### src/dcbc_pkg.sv
`timescale 1ns / 1ps

package dcbc_pkg;

	// default sizes
	localparam int TABLE_BITS_DEF  = 17;
	localparam int COUNT_WIDTH_DEF = 32;
	localparam int TOTAL_W         = 48;
	localparam int HASH_W          = 17;
	localparam int RESULT_CNT_W    = 32;

	// register map (index = paddr[2])
	localparam logic REG_HASH_MODE = 1'b0;
	localparam logic REG_ALPHABET  = 1'b1;

	// hash modes
	localparam logic [2:0] HM_BE     = 3'd0;
	localparam logic [2:0] HM_GOLD   = 3'd1;
	localparam logic [2:0] HM_CRC16  = 3'd2;
	localparam logic [2:0] HM_CRC15  = 3'd3;
	localparam logic [2:0] HM_MULADD = 3'd4;

	// alphabets
	localparam logic [1:0] AL_ALNUM = 2'd0;
	localparam logic [1:0] AL_PRINT = 2'd1;
	localparam logic [1:0] AL_ASCII = 2'd2;
	localparam logic [1:0] AL_ALL   = 2'd3;

	// multiplier constants
	localparam logic [31:0] K_BE     = 32'd506832829;
	localparam logic [31:0] K_GOLD   = 32'd2654435761;
	localparam logic [31:0] K_MULADD = 32'd66521;

	localparam logic [31:0] CRC_POLY = 32'h82F63B78;

	// command from sequencer to datapath
	typedef struct packed {
		logic clear;
		logic load_in;
		logic do_mul;
		logic do_hash;
		logic do_rd;
		logic do_upd;
	} cmd_t;

	// status from datapath to sequencer
	typedef struct packed {
		logic clr_last;
	} sts_t;

	// CRC32C of a 32-bit word with zero init is linear: one column per input bit.
	// Evaluated at elaboration only.
	function automatic logic [31:0][31:0] crc_cols();
		logic [31:0][31:0] c;
		logic [31:0]       r;
		for (int i = 0; i < 32; i++) begin
			r = 32'(1) << i;
			for (int j = 0; j < 32; j++) begin
				r = (r >> 1) ^ (r[0] ? CRC_POLY : 32'd0);
			end
			c[i] = r;
		end
		return c;
	endfunction

	localparam logic [31:0][31:0] CRC_COLS = crc_cols();

	function automatic logic [31:0] crc_word(input logic [31:0] v);
		logic [31:0] r;
		r = '0;
		for (int i = 0; i < 32; i++) begin
			if (v[i]) begin
				r = r ^ CRC_COLS[i];
			end
		end
		return r;
	endfunction

endpackage

### src/dcbc_ctrl.sv
`timescale 1ns / 1ps

module dcbc_ctrl (
	input  logic          clk,
	input  logic          arst_n,
	input  logic          cand_valid,
	output logic          cand_stall,
	output logic          res_valid,
	input  logic          res_stall,
	input  dcbc_pkg::sts_t sts,
	output dcbc_pkg::cmd_t cmd
);

	typedef enum logic [5:0] {
		S_CLR  = 6'b000001,
		S_IDLE = 6'b000010,
		S_MUL  = 6'b000100,
		S_HASH = 6'b001000,
		S_RD   = 6'b010000,
		S_UPD  = 6'b100000
	} state_t;

	state_t state_q, state_d;
	logic   res_valid_q;
	logic   accept;
	logic   slot_free;

	assign cand_stall = (state_q != S_IDLE);
	assign accept     = cand_valid && !cand_stall;
	// result register empty now or emptied at this edge
	assign slot_free  = !res_valid_q || !res_stall;

	always_comb begin
		state_d = state_q;
		case (state_q)
			S_CLR:  if (sts.clr_last) state_d = S_IDLE;
			S_IDLE: if (accept) state_d = S_MUL;
			S_MUL:  state_d = S_HASH;
			S_HASH: state_d = S_RD;
			S_RD:   if (slot_free) state_d = S_UPD;
			S_UPD:  state_d = S_IDLE;
			default: state_d = S_CLR;
		endcase
	end

	always_ff @(posedge clk or negedge arst_n) begin
		if (!arst_n) begin
			state_q     <= S_CLR;
			res_valid_q <= 1'b0;
		end else begin
			state_q <= state_d;
			if (state_q == S_UPD) begin
				res_valid_q <= 1'b1;
			end else if (!res_stall) begin
				res_valid_q <= 1'b0;
			end
		end
	end

	assign res_valid   = res_valid_q;
	assign cmd.clear   = (state_q == S_CLR);
	assign cmd.load_in = accept;
	assign cmd.do_mul  = (state_q == S_MUL);
	assign cmd.do_hash = (state_q == S_HASH);
	assign cmd.do_rd   = (state_q == S_RD);
	assign cmd.do_upd  = (state_q == S_UPD);

endmodule

### config.mk
export PLATFORM = sky130hd
export DESIGN_NAME = dcbc_ctrl
export DESIGN_NICKNAME = d
export VERILOG_FILES = /design/src/dcbc_pkg.sv /design/src/dcbc_ctrl.sv
export SDC_FILE = /design/constraint.sdc
export NUM_CORES = 1
export LEC_CHECK = 0
export BUFFER_PORTS_ARGS = -buffer_cell sky130_fd_sc_hd__buf_2
export CAP_MARGIN = 20
export CELL_PAD_IN_SITES_DETAIL_PLACEMENT = 1
export CELL_PAD_IN_SITES_GLOBAL_PLACEMENT = 1
export CORE_AREA = 2 2 39 41
export DETAILED_ROUTE_END_ITERATION = 8
export DIE_AREA = 0 0 41 43
export PLACE_DENSITY = 0.7
export SLEW_MARGIN = 0
export SYNTH_ARGS = -nofsm -noshare
export SYNTH_HDL_FRONTEND = slang
export SYNTH_SLANG_ARGS = --single-unit
### constraint.sdc
create_clock -name clk -period 3.45 [get_ports clk]
set_input_delay 0.1725 -clock clk [delete_from_list [all_inputs] [get_ports clk]]
set_output_delay 0.1725 -clock clk [all_outputs]
set_load 0.05 [all_outputs]
== Word-level counts from Yosys, hierarchy flattened ==
Index checks and enable logic that the tools add are counted.
Widths: inputs -> output; s select.

* Reduce and logical (&&, ||, !) cells: 6
* Mux-type cells: 6
* Equality and inequality tests: 11

{| class="wikitable"
|+ Operator list
! cell !! number
|-
| $pmux 6 s6 || 1
|-
| $mux 6 || 3
|-
| $eq 6x1->1 const B || 1
|-
| $eq 6x2->1 const B || 1
|-
| $eq 6x3->1 const B || 1
|-
| $eq 6x4->1 const B || 1
|-
| $eq 6x5->1 const B || 1
|-
| $eq 6x6->1 const B || 1
|-
| $ne 6x2->1 const B || 1
|-
| $ne 2x1->1 const B || 2
|-
| $ne 2x2->1 const B || 2
|-
| $logic_not 1->1 || 3
|-
| $reduce_and 3->1 || 1
|-
| $mux 1 || 2
|-
| $logic_and 1x1->1 || 1
|-
| $logic_or 1x1->1 || 1
|}

* Bits of input ports: 5
* Register bits after elaboration: 7

== Logic depth before layout (Yosys ltp) ==
Gate-level depths: netlist (run 1).

* Depth after elaboration: 5
* Gate-level depth with buffers: 5
* Depth with buffers taken out: 3

== Least setup slack after synthesis (run 1) ==
No wires, ideal clock.

* Path kind: flip-flop to output port
* Start point: register state_q[4]
* End point: output cmd[5] (netlist bit)
* Setup slack: 763 ps
* Arrival time: 2,514 ps
* Cell stages (with the launch flop): 4
* Path through: dfrtp_1 -> clkbuf_1 -> or3_1 -> nor4b_1

{| class="wikitable"
|+ RTL lines
! element !! RTL line !! source
|-
| start: declaration || dcbc_ctrl.sv:23 || <nowiki>state_t state_q, state_d;</nowiki>
|-
| start signal: assignment || dcbc_ctrl.sv:51 || <nowiki>state_q <= state_d;</nowiki>
|-
| end: declaration || dcbc_ctrl.sv:11 || <nowiki>output dcbc_pkg::cmd_t cmd</nowiki>
|}

==> results of run 1 <==
layout by cell type (no fill, tap or decap), drive strengths merged, types with 2 or more instances in the layout:
cell type / Yosys / routed
nor2: 6 / 6
clkbuf: 1 / 4
nor3b: 2 / 2
nor3: 2 / 2
o21ai: 2 / 2
dfrtp: 6 / 6
and3: 3 / 3
buf: 1 / 12
how the worst max path moves through the flow:
stage | start | endpoint | slack (ps) | cells past startpoint
after detailed placement | state_q[1]$_DFFE_PN0P_ | cmd[1] | 1800 | 3
after floorplan | state_q[4]$_DFFE_PN0P_ | cmd[5] | 760 | 3
after global routing | state_q[1]$_DFFE_PN0P_ | cmd[1] | 1450 | 3
after global placement | state_q[1]$_DFFE_PN0P_ | cmd[1] | 1830 | 3
final | state_q[1]$_DFFE_PN0P_ | cmd[1] | 1510 | 3
after CTS | state_q[4]$_DFFE_PN0P_ | cmd[5] | 1510 | 3
cell families after synthesis:
| logic type | count (synthesis) |
|---|---|
| AND/OR/NAND/NOR | 22 |
| AO/OA/AOI/OAI | 7 |
| flip-flops | 7 |
| buffers and inverters | 3 |
| XOR/XNOR | 1 |
per-layer routing:
layer	share of wire (%)	up-vias
li1	-	173
met1	47	185
met2	46	18
met3	5.0	4
met4	2.3	0
met5	0	-
state kept, by name, indices dropped and copies added, names as in the netlist:
name and count:
state_q 6, res_valid 1
layout make-up:
cell class	count	area share (%)
Sequential cell	7	35.79
Tap cell	16	4.061
Timing Repair Buffer	13	14.21
Clock buffer	4	5.330
Multi-Input combinational cell	30	39.85
Inverter	1	0.7614
power groups by stage:
stage          Clock [µW]  Combinational (µW)  Sequential (µW)
6_report             78.3                 159              129
2_1_floorplan           0                 128              121
3_5_place_dp            0                 158              129
5_1_grt              87.5                 168              133
3_3_place_gp            0                 153              127
4_1_cts              81.9                 160              128
critical path, delay by kind of cell, from the launching register on:
| kind | cells | cell delay (ps) |
|---|---|---|
| buffers and inverters | 1 | 290 |
| flip-flops | 1 | 440 |
| AND/OR/NAND/NOR | 2 | 770 |
stage by stage:
stage / area [µm²] / power (µW) / hold slack, ps
global placement: 456.7 / 280.6 / 17.16
finish: 493.0 / 365.4 / 118.2
CTS: 493.0 / 370.4 / 110.6
floorplan: 387.9 / 249.4 / -123.1
detailed placement: 456.7 / 287.5 / 23.90
global route: 493.0 / 387.7 / 118.7
==> impl_metrics.json, run 1 <==
{
  "r2r-start": "state_q[1]$_DFFE_PN0P_",
  "yosys-top-cells-area": "dfrtp_1 39%, dfstp_2 6.8%, nor2_1 5.8%",
  "reg2reg_depth": 3,
  "use_met2_pct": 18.44,
  "seqCellArea_um2": 176.4,
  "crit_path_end_kind": "primary output",
  "finalSetupTns_ps": 0,
  "crit_chain": "or4_4 > nor3b_2 > buf_2",
  "setup_ws_ps": 1511,
  "start_util_pct": 28.03,
  "yosysUniqueCellTypes": 26,
  "reg2reg_slack_ps": 1970,
  "clock-skew-final_ps": 2.940,
  "die_h_um": 43,
  "synth_fa_ha_area_share_pct": 0,
  "slew_headroom_pct": 75.86,
  "drv_slew": 0,
  "grt_pass1_vias": 357,
  "wl_per_cell_um": 14.28,
  "syn_inst": 40,
  "syn_to_final_growth_pct": 27.10,
  "synthMuxAreaShare_pct": 0,
  "cts_sinks": 7,
  "synthDominantCellAreaShare_pct": 38.71,
  "drtIter0Drc": 3,
  "synth-simple-area-share_pct": 36.77,
  "post-route-period-util_pct": 56.21,
  "critPathArrivalTime_ps": 1770,
  "grt_pass1_wl_um": 1518,
  "netlist_area_um2": 387.9,
  "ys.flop_type": "dfrtp_1",
  "synth_xor_xnor_area_share_pct": 2.258,
  "holdPathEnd": "state_q[5]$_DFFE_PN0P_",
  "combinationalPowerShare_pct": 43.4,
  "leakage_uw": 0.0002531,
  "syn-num-nets": 45,
  "power.share.sequential_pct": 35.2,
  "cp-start-kind": "register",
  "r2r-end": "state_q[5]$_DFFE_PN0P_",
  "ys_warn_count": 0,
  "clk_pin_slew_ps": 60,
  "cts_resized": 0,
  "n_antenna_cell": 0,
  "busiest_layer": "met2",
  "cap_violations": 0,
  "setup_viol": 0,
  "numCtsBuffers": 3,
  "async_reset_ff_share_pct": 100.0,
  "multi_input_area_um2": 196.4,
  "clock_path_buffers": 2,
  "worst_slew_pin_slew_ps": 359.3,
  "die-area_mm2": 0.001763,
  "internal-power_uw": 199.9,
  "p_switching_uw": 165.5,
  "insertion_delay_ps": 260,
  "route.detailed.drc": 0,
  "fin_util_pct": 35.62,
  "placementRows": 14,
  "dp_hpwl_um": 737.9,
  "synth_edf_count": 0,
  "cp_slowest_stage_delay_ps": 580,
  "dr_total_vias": 380,
  "placed_cells": 66,
  "ir_drop_v": 0.0002389,
  "postRouteAntennaNets": 0,
  "clockPowerShare_pct": 21.4,
  "cp_data_required_time_ps": 3280,
  "yosys.area.top_type": "dfrtp_1",
  "n_fill_cell": 173,
  "via_per_inst": 5.352,
  "outcome": "complete, no violations",
  "met3_usage_pct": 4.712,
  "coreArea_mm2": 0.001384,
  "postSynthRegisterBits": 7,
  "wirelength_um": 1014,
  "crit_type": "register to primary output",
  "clock.fmax_mhz": 515.7,
  "gp_congestion": 0.7788,
  "syn_avg_cell_area_um2": 9.697,
  "rsz0062_at_grt": "false",
  "switching_share_pct": 45.29,
  "hp-start": "res_stall",
  "cpMaxStageDelayCell": "or4_4",
  "ctsHoldBuffers": 1,
  "grt_max_degree": 9,
  "cts.htree.levels": 1,
  "nets": 61,
  "ys_seq_area_share_pct": 45.48,
  "portBuffers": 12,
  "stdcell_count": 71,
  "crit_fanout": 7,
  "finalHoldViolations": 0,
  "hold_path_depth": 2,
  "pre_cts_ws_ps": 1802,
  "synth_compound_area_share_pct": 11.61,
  "layout_min_cycle_time_ps": 1939,
  "track_usage_pct": 13.88,
  "ios": 13,
  "powerDensity_mw_per_mm2": 741.3,
  "grt_antenna_before_repair": 0,
  "hold_class": "input pin to register",
  "synth_top_family_by_area": "simple AND/OR/NAND/NOR gates",
  "drive_above_1_share_pct": 34.55,
  "first_pass_iters": 4,
  "cts_tree": "done",
  "use_met1_pct": 16.83,
  "grt_overflow_total": 0,
  "cts_setup_buffers": 0,
  "synthTopCellsByCount": "6 x dfrtp_1, 6 x nor2_1, 3 x and3_1",
  "die_w_um": 41,
  "cts_root_buf": "clkbuf_4"
}
Power figures use the tool's default switching activity.
==> run 2: changes to the inputs <==
==> constraint.sdc (replaced) <==
create_clock -name clk -period 1.95 [get_ports clk]
set_input_delay 0.0975 -clock clk [delete_from_list [all_inputs] [get_ports clk]]
set_output_delay 0.0975 -clock clk [all_outputs]
set_load 0.05 [all_outputs]
==> run 2 against run 1 <==
Against the previous run: hold slack worse by 58 ps; total power rose by 75%; final area rose by 2.5%; routed wire length down 11%; critical path depth unchanged; first-iteration DRC count grew 100%.
==> impl_metrics.json, run 2 (synthesis results as in run 1) <==
{
  "cp-start-kind": "register",
  "ios": 13,
  "worst_slew_pin_slew_ps": 326.8,
  "gp_congestion": 0.7792,
  "first_pass_iters": 2,
  "coreArea_mm2": 0.001384,
  "syn_to_final_growth_pct": 30.32,
  "layout_min_cycle_time_ps": 1855,
  "clock.fmax_mhz": 539.0,
  "mostFrequentLayoutCells": "12 x buf_2, 6 x nor2_1, 6 x dfrtp_1, 3 x and3_1, 3 x clkbuf_4",
  "n_fill_cell": 169,
  "clk_pin_slew_ps": 50,
  "powerDensity_mw_per_mm2": 1269,
  "clock_path_buffers": 2,
  "cts_root_buf": "clkbuf_4",
  "cp_data_required_time_ps": 1850,
  "ir_drop_v": 0.0005581,
  "cap_violations": 0,
  "insertion_delay_ps": 250,
  "cpMaxStageDelayCell": "or4_4",
  "route.detailed.drc": 0,
  "reg2reg_slack_ps": 450,
  "cts_resized": 0,
  "finalHoldViolations": 0,
  "track_usage_pct": 12.96,
  "grt_antenna_before_repair": 0,
  "numCtsBuffers": 3,
  "largest_register_ffs": 6,
  "portBuffers": 12,
  "ctsHoldBuffers": 1,
  "final_common_cell": "buf_2",
  "grt_pass1_vias": 346,
  "holdPathEnd": "state_q[5]$_DFFE_PN0P_",
  "leakage_uw": 0.0002555,
  "die_w_um": 41,
  "postRouteAntennaNets": 0,
  "placementRows": 14,
  "die_h_um": 43,
  "timing.hold.ws_ps": 59.88,
  "r2r-end": "state_q[5]$_DFFE_PN0P_",
  "slew_headroom_pct": 78.17,
  "hp-start": "res_stall",
  "n_antenna_cell": 0,
  "setup_viol": 0,
  "grt_pass1_wl_um": 1469,
  "dp_hpwl_um": 706.3,
  "rsz0062_at_grt": "false",
  "grt_max_degree": 9,
  "hold_class": "input pin to register",
  "clock-skew-final_ps": 1.923,
  "crit_path_end_kind": "primary output",
  "finalSetupTns_ps": 0,
  "critPathArrivalTime_ps": 1760,
  "crit_type": "register to primary output",
  "hold_path_depth": 2,
  "wl_per_cell_um": 12.68,
  "drv_slew": 0,
  "cts.htree.levels": 1,
  "grt_overflow_total": 0,
  "drive_above_1_share_pct": 36.36,
  "reg2reg_depth": 3,
  "cts_tree": "done",
  "r2r-start": "state_q[1]$_DFFE_PN0P_",
  "post-route-period-util_pct": 95.14,
  "start_util_pct": 28.03,
  "cts_sinks": 7,
  "outcome": "complete, no violations",
  "crit_chain": "or4_4 > nor3b_4 > buf_2",
  "dr_total_vias": 363,
  "crit_fanout": 7,
  "cp_slowest_stage_delay_ps": 590,
  "die-area_mm2": 0.001763,
  "drtIter0Drc": 6,
  "top_register": "state_q",
  "via_per_inst": 5.113,
  "wirelength_um": 900,
  "cts_setup_buffers": 0,
  "nets": 61
}
[run 2: cell count changes in the layout (fill, tap and decap cells not counted)]
| cell | previous run | this run |
|---|---|---|
| nor3b_4 | 0 | 1 |
| nor4b_1 | 1 | 0 |
| nor4b_2 | 0 | 1 |
| nor3b_2 | 1 | 0 |
[run 2: per-layer routing]
metal  share of wire, %  track usage [%]
met1                 41            14.52
met2                 52            19.69
met3                6.8            7.853
met4                  0            4.000
met5                  0                0
[run 2: layout make-up]
cell class | count | area [µm²] | area share [%]
sequential | 7 | 176.4 | 34.90
clock buffer | 4 | 26.28 | 5.198
inverter | 1 | 3.754 | 0.7426
tap | 16 | 20.02 | 3.960
timing repair buffer | 13 | 70.07 | 13.86
multi-input combinational | 30 | 209.0 | 41.34
[run 2: power breakdown]
| group | internal (µW) | leakage, µW | switching (µW) |
|---|---|---|---|
| registers | 181 | 0.0000929 | 48.9 |
| logic | 102 | 0.000148 | 181 |
| clock network | 77.9 | 0.0000150 | 50.9 |
[run 2: worst max path at each step]
stage	startpoint	to	cells past startpoint
after floorplan	state_q[4]$_DFFE_PN0P_	cmd[5]	3
after global placement	state_q[1]$_DFFE_PN0P_	cmd[1]	3
after detailed placement	state_q[1]$_DFFE_PN0P_	cmd[1]	3
after CTS	state_q[1]$_DFFE_PN0P_	cmd[1]	3
after global routing	state_q[1]$_DFFE_PN0P_	cmd[1]	3
final	state_q[1]$_DFFE_PN0P_	cmd[1]	3
[run 2: critical path: cells and delay by family (launching register included)]
family,cells,cell delay (ps)
buffers and inverters,1,280
DFF,1,450
and+or+nand+nor,2,780
[run 2: through the flow]
stage / cells / power, µW / cell area (µm²) / util (%) / setup slack (ps)
detailed placement: 66 / 515.3 / 469.2 / 33.91 / 352.9
floorplan: 40 / 456.2 / 400.4 / - / 15.98
global placement: 66 / 510.8 / 469.2 / 33.91 / 374.9
CTS: 71 / 653.4 / 505.5 / 36.53 / 76.34
finish: 71 / 641.3 / 505.5 / 36.53 / 94.81
global route: 71 / 686.0 / 505.5 / 36.53 / 25.16
